<file path="src/hdl/ifd_pkg.sv">
// Package for the inertial sensor frame deframer.
// Holds frame constants, the byte and result types, and the checksum helper.
// No dependencies.
`timescale 1ns / 1ps

package ifd_pkg;

    localparam int FRAME_LEN = 11;
    localparam int SUM_LEN   = 10;

    localparam logic [7:0] HEADER_BYTE = 8'h55;
    localparam logic [7:0] TYPE_FIRST  = 8'h51;
    localparam logic [7:0] TYPE_LAST   = 8'h54;

    typedef logic [7:0]         t_byte;
    typedef logic signed [15:0] t_word;

    typedef struct packed {
        logic       hit;
        logic [1:0] kind;
        t_word      word_d;
        t_word      word_c;
        t_word      word_b;
        t_word      word_a;
    } t_frame;

    function automatic t_byte sum_bytes(input t_byte b [SUM_LEN]);
        t_byte s;
        s = '0;
        for (int k = 0; k < SUM_LEN; k++) begin
            s = s + b[k];
        end
        return s;
    endfunction

endpackage

</file>
<file path="src/hdl/ifd_cell.sv">
// One window cell: holds a byte and its valid flag, takes its neighbour's on shift.
// Depends on ifd_pkg.
`timescale 1ns / 1ps

module ifd_cell
    import ifd_pkg::*;
(
    input  logic  i_clk,
    input  logic  i_rst_n,
    input  logic  i_shift,
    input  logic  i_clear,
    input  t_byte i_byte,
    input  logic  i_valid,
    output t_byte o_byte,
    output logic  o_valid
);

    t_byte r_byte;
    logic  r_valid;
    logic  n_valid;

    always_comb begin
        if (i_shift) begin
            n_valid = i_valid && !i_clear;
        end else begin
            n_valid = r_valid && !i_clear;
        end
    end

    always_ff @(posedge i_clk) begin
        if (!i_rst_n) begin
            r_valid <= 1'b0;
        end else begin
            r_valid <= n_valid;
        end
    end

    always_ff @(posedge i_clk) begin
        if (i_shift) begin
            r_byte <= i_byte;
        end
    end

    assign o_byte  = r_byte;
    assign o_valid = r_valid;

endmodule

</file>
<file path="src/hdl/ifd_check.sv">
// Frame checker: header, type range and 8-bit sum over the first ten bytes.
// Depends on ifd_pkg.
`timescale 1ns / 1ps

module ifd_check
    import ifd_pkg::*;
(
    input  t_byte  i_win [FRAME_LEN],
    input  logic   i_full,
    output t_frame o_frame
);

    t_byte w_sum_in [SUM_LEN];
    t_byte w_kind;

    always_comb begin
        for (int k = 0; k < SUM_LEN; k++) begin
            w_sum_in[k] = i_win[k];
        end
    end

    assign w_kind = i_win[1] - TYPE_FIRST;

    always_comb begin
        o_frame.hit    = i_full
                      && (i_win[0] == HEADER_BYTE)
                      && (i_win[1] >= TYPE_FIRST)
                      && (i_win[1] <= TYPE_LAST)
                      && (sum_bytes(w_sum_in) == i_win[SUM_LEN]);
        o_frame.kind   = w_kind[1:0];
        o_frame.word_a = {i_win[3], i_win[2]};
        o_frame.word_b = {i_win[5], i_win[4]};
        o_frame.word_c = {i_win[7], i_win[6]};
        o_frame.word_d = {i_win[9], i_win[8]};
    end

endmodule

</file>
<file path="src/hdl/imu_frame_deframer_unit.sv">
// Inertial sensor frame deframer, top level.
// Depends on ifd_pkg, ifd_cell and ifd_check.
//
// Usage:
//   s_axis carries the received serial stream, one byte per transfer in tdata.
//   m_axis carries one result per valid 11-byte frame: tuser holds the frame
//   kind (type byte minus 0x51), tdata the four signed little-endian words.
//   The window is a row of 11 cells; every input transfer shifts it by one.
//   A frame is found when the window is full, starts with 0x55, has a type of
//   0x51 to 0x54 and its last byte equals the 8-bit sum of the first ten.
//   The completing byte enters the window, then the result goes to m_axis
//   via the output register once it is free. Throughput: one byte per cycle
//   while s_axis_tready is high; a load empties the window but for a byte
//   taken in the same cycle. Reset empties the window and drops any pending
//   result. When the receiver stalls with a result held, s_axis_tready
//   falls only while a further finished frame waits for the output register.
`timescale 1ns / 1ps

module imu_frame_deframer_unit
    import ifd_pkg::*;
(
    input  logic        i_clk,
    input  logic        i_rst_n,
    input  logic        s_axis_tvalid,
    output logic        s_axis_tready,
    input  logic [7:0]  s_axis_tdata,   // [7:0] rx_byte
    output logic        m_axis_tvalid,
    input  logic        m_axis_tready,
    output logic [63:0] m_axis_tdata,   // [15:0] word_a, [31:16] word_b,
                                        // [47:32] word_c, [63:48] word_d
    output logic [1:0]  m_axis_tuser    // [1:0] frame_kind
);

    t_byte  w_byte [FRAME_LEN];
    logic   [FRAME_LEN-1:0] w_valid;
    t_frame w_frame;
    logic   w_can_load;
    logic   w_load;
    logic   w_shift;

    logic        r_out_valid;
    logic [1:0]  r_out_kind;
    logic [63:0] r_out_data;
    logic        n_out_valid;

    assign w_can_load    = !r_out_valid || m_axis_tready;
    assign w_load        = w_frame.hit && w_can_load;
    assign s_axis_tready = !w_frame.hit || w_can_load;
    assign w_shift       = s_axis_tvalid && s_axis_tready;

    for (genvar g = 0; g < FRAME_LEN; g++) begin : g_cell
        if (g == FRAME_LEN - 1) begin : g_tail
            ifd_cell u_cell (
                .i_clk   (i_clk),
                .i_rst_n (i_rst_n),
                .i_shift (w_shift),
                .i_clear (w_load && !w_shift),
                .i_byte  (s_axis_tdata),
                .i_valid (1'b1),
                .o_byte  (w_byte[g]),
                .o_valid (w_valid[g])
            );
        end else begin : g_body
            ifd_cell u_cell (
                .i_clk   (i_clk),
                .i_rst_n (i_rst_n),
                .i_shift (w_shift),
                .i_clear (w_load),
                .i_byte  (w_byte[g+1]),
                .i_valid (w_valid[g+1]),
                .o_byte  (w_byte[g]),
                .o_valid (w_valid[g])
            );
        end
    end

    ifd_check u_check (
        .i_win   (w_byte),
        .i_full  (w_valid[0]),
        .o_frame (w_frame)
    );

    always_comb begin
        if (w_load) begin
            n_out_valid = 1'b1;
        end else if (m_axis_tready) begin
            n_out_valid = 1'b0;
        end else begin
            n_out_valid = r_out_valid;
        end
    end

    always_ff @(posedge i_clk) begin
        if (!i_rst_n) begin
            r_out_valid <= 1'b0;
        end else begin
            r_out_valid <= n_out_valid;
        end
    end

    // hold the result until the transfer completes
    always_ff @(posedge i_clk) begin
        if (w_load) begin
            r_out_kind <= w_frame.kind;
            r_out_data <= {w_frame.word_d, w_frame.word_c, w_frame.word_b, w_frame.word_a};
        end
    end

    assign m_axis_tvalid = r_out_valid;
    assign m_axis_tuser  = r_out_kind;
    assign m_axis_tdata  = r_out_data;

endmodule

</file>
<file path="config.mk">
export PLATFORM = sky130hd
export DESIGN_NAME = imu_frame_deframer_unit
export DESIGN_NICKNAME = d
export VERILOG_FILES = /design/src/hdl/ifd_pkg.sv /design/src/hdl/ifd_cell.sv /design/src/hdl/ifd_check.sv /design/src/hdl/imu_frame_deframer_unit.sv
export SDC_FILE = /design/constraint.sdc
export NUM_CORES = 1
export LEC_CHECK = 0
export BUFFER_PORTS_ARGS = -buffer_cell sky130_fd_sc_hd__buf_2
export CAP_MARGIN = 40
export CORE_MARGIN = 3
export CORE_UTILIZATION = 40
export DETAILED_ROUTE_END_ITERATION = 16
export GPL_TIMING_DRIVEN = 0
export MAX_ROUTING_LAYER = met4
export PLACE_DENSITY_LB_ADDON = 0.05
export SKIP_CTS_REPAIR_TIMING = 1
export SYNTH_ARGS = -nofsm -noshare
export SYNTH_HDL_FRONTEND = slang
export SYNTH_SLANG_ARGS = --single-unit
</file>
<file path="constraint.sdc">
create_clock -name i_clk -period 21.6 [get_ports i_clk]
set_input_delay 1.08 -clock i_clk [delete_from_list [all_inputs] [get_ports i_clk]]
set_output_delay 1.08 -clock i_clk [all_outputs]
set_load 0.005 [all_outputs]
</file>
==> results.yml <==
power_and_ir_drop:
  p_clk_share_pct: 30.3
  peakVddDrop_mv: 0.0704
  leakage_nw: 3.23
  p_int_mw: 0.728
  power.density_nw_per_um2: 124
  seqPwrFrac_pct: 35.9
  p_sw_mw: 0.311
  switching_share_pct: 29.9
  combPwrFrac_pct: 33.8
placement:
  placed_cell_area_um2: 7780
  place_inst: 700
  dp_hpwl_um: 8230
  portBuffers: 79
  gp_congestion: 0.777
yosys:
  synth_compound_area_share_pct: 2.78
  synth_top_family_by_area: "adder cells"
  synth_async_sr_flop_share_pct: 0
  synthAdderAreaFrac_pct: 16.7
  synthSimpleGateAreaFrac_pct: 4.41
  ys_top_cells_by_area: "edfxtp_1 (65%), fa_1 (14%), dfxtp_1 (3.4%)"
  synth-seq-area-share_pct: 68.9
  synthCells: 399
  synth_warnings: 0
  ys.flop_type: "edfxtp_1"
  synth-edff-count: 154
  synth.largest_area_cell: "edfxtp_1"
  synth_top_area_share_pct: 65.5
  synthXorXnorAreaFrac_pct: 3.67
  synth_nets: 475
  ys_ff_latch: 166
  avgSynthCellArea_um2: 17.7
  synthMuxAreaShare_pct: 0
  synth_area_um2: 7060
  synth_cell_types: 34
setup_path:
  critical_path_class: "reg2out"
  reg2reg_depth: 17
  crit_required_ns: 20.52
  worstPathMaxFanout: 10
  r2r_setup_slack_ns: 15.25
  critPathArrivalTime_ns: 5.94
  r2r_start: "g_cell[0].g_body.u_cell.o_byte[3]"
  cp-start-kind: "flop"
  r2r-end: "m_axis_tdata[22]"
  crit_path_end_kind: "primary output"
global_routing:
  grt_max_degree: 46
  grtUsageTotal_pct: 13.5
  overflow: 0
  grt_pass1_vias: 3557
  grt_antenna_before_repair: 0
  grt_pass1_wl_um: 19500
sta:
  worstMarginPinSlew_ns: 0.629
  whs_ns: 0.474
  layout_worst_path_cycle_share_pct: 32.5
  finalSetupTns_ns: 0
  hold_viol_final: 0
  rsz0062_at_grt: "no"
  maxSlewHeadroom_pct: 58.0
  maxSlewViolCount: 0
  finalSetupViolations: 0
  fmax_ghz: 0.142
  finClkSkew_ns: 0.0109
  post-route-min-period_ns: 7.02
clock_tree:
  cts_tree: "yes"
  clock_sinks: 166
  clk_latency_ns: 0.42
  cts_buffer_depth: 2
  clockRootBuffer: "clkbuf_16"
  cts_buffers: 17
  htree_levels: 4
  clkSlewWorstSetupHoldPaths_ns: 0.07
floorplan:
  start_util_pct: 41.7
  pin_count: 80
  die-area_um2: 19300
  die_height_um: 139
  die_w_um: 139
  fp-row-count: 47
  core_um2: 16900
drt:
  drt-total-wl_um: 11700
  wl_per_cell_um: 16.0
  drtIter0Drc: 213
  drtAntennaViolNets: 0
  vias: 3378
  route.detailed.drc: 0
  avgViaCountPerCell: 4.61
  first_pass_iters: 6
outcome:
  status: "finished, final reports clean"
worst_hold_path:
  worst_hold_path_type: "reg2reg"
  holdPathEnd: "g_cell[9].g_body.u_cell.o_byte[7]"
  min_path_cells: 0
  holdCritStartpoint: "g_cell[10].g_tail.u_cell.o_byte[7]"
cells_and_area:
  antenna_cells: 0
  fill_cells: 1487
  final_cells: 732
  nets: 575
  final_cell_area_um2: 8390
  synthToLayoutAreaGrowth_pct: 18.8
  drive_above_1_share_pct: 22.9
job:
  drv_cap: 0
-- metal layers --
layer | global-route usage (%) | up-vias | part of all wire, %
li1 | - | 1590 | -
met1 | 18.4 | 1707 | 47
met2 | 19.6 | 71 | 47
met3 | 3.69 | 10 | 4.3
met4 | 4.79 | 0 | 1.2
met5 | - | - | 0
-- through the flow --
stage / utilization [%] / total power, mW / setup WS (ns)
floorplan: - / 0.672 / 14.49
CTS: 49.5 / 1.06 / 14.51
global route: 49.5 / 1.11 / 14.25
finish: 49.5 / 1.04 / 14.58
detailed placement: 45.9 / 0.737 / 15.00
global placement: 45.6 / 0.736 / 13.16
-- kinds of logic after synthesis --
group                    after synthesis
AO/OA/AOI/OAI                         23
XOR/XNOR                              28
adder cells (fa/ha/maj)               64
buffers and inverters                 62
flip-flops                           166
AND/OR/NAND/NOR                       56
-- worst max path at each step --
| stage | start | to | cells past startpoint |
|---|---|---|---|
| final | g_cell[0].g_body.u_cell.o_byte[3] | s_axis_tready | 17 |
| after floorplan | g_cell[0].g_body.u_cell.o_byte[3] | g_cell[0].g_body.u_cell.o_byte[0] | 17 |
| after global routing | g_cell[2].g_body.u_cell.o_byte[2] | s_axis_tready | 18 |
| after CTS | g_cell[0].g_body.u_cell.o_byte[3] | s_axis_tready | 17 |
| after detailed placement | g_cell[0].g_body.u_cell.o_byte[3] | s_axis_tready | 17 |
| after global placement | g_cell[1].g_body.u_cell.o_byte[3] | g_cell[6].g_body.u_cell.o_byte[2] | 17 |
-- cell usage after synthesis, drive strengths merged (3+ instances only) --
cell / instances
and3: 9
buf: 4
clkbuf: 3
dfxtp: 12
edfxtp: 154
fa: 50
ha: 14
inv: 55
nand2: 12
nor2: 12
nor2b: 3
nor3b: 10
o21ai: 3
o31a: 9
xnor2: 23
xor2: 4
-- layout make-up --
class	instances	area (um2)	area share, %
Sequential cell	166	4860	58.0
Multi-Input combinational cell	171	1950	23.2
Clock buffer	20	437	5.21
Timing Repair Buffer	81	435	5.19
Tap cell	220	275	3.28
Inverter	55	206	2.46
Clock inverter	12	175	2.09
Buffer	7	46.3	0.552
-- placed cells by master (no fill, tap or decap), types with 6 or more instances in the layout --
cell and instances:
edfxtp_1 154, fa_1 50, clkbuf_1 6, ha_1 14, dfxtp_1 12, o31a_1 9
and3_1 9, nor3b_1 10, nand2_1 12, nor2_1 12, clkbuf_16 17, inv_1 55
buf_2 80, xnor2_1 23
-- registers in the layout (all words and copies together) (netlist names) --
signal,cells
g_cell.g_body.u_cell.o_byte,80
g_cell.g_tail.u_cell.o_byte,8
m_axis_tvalid,1
m_axis_tdata,64
m_axis_tuser,2
g_cell.g_tail.u_cell.o_valid,1
g_cell.g_body.u_cell.o_valid,10
-- power by group through the flow --
stage	logic, mW	registers (mW)	clock network [mW]
after floorplan	0.294	0.378	0
after global placement	0.354	0.381	0
after detailed placement	0.357	0.381	0
after CTS	0.361	0.374	0.321
after global routing	0.399	0.375	0.336
final	0.351	0.373	0.314
-- worst max-delay path, cell delays in order, from the launching register on --
cell and delay, ns:
edfxtp_1 0.41, fa_1 0.55, inv_1 0.06, fa_1 0.51, fa_1 0.55, fa_1 0.56, inv_1 0.06, fa_1 0.47
ha_1 0.34, nor2b_1 0.14, o21ai_0 0.20, a21boi_0 0.14, o21a_1 0.20, or3_4 0.38, a2111oi_4 0.51, buf_6 0.21
nand2_1 0.09, buf_2 0.15
Note: power is estimated with default switching activity, not from simulation.
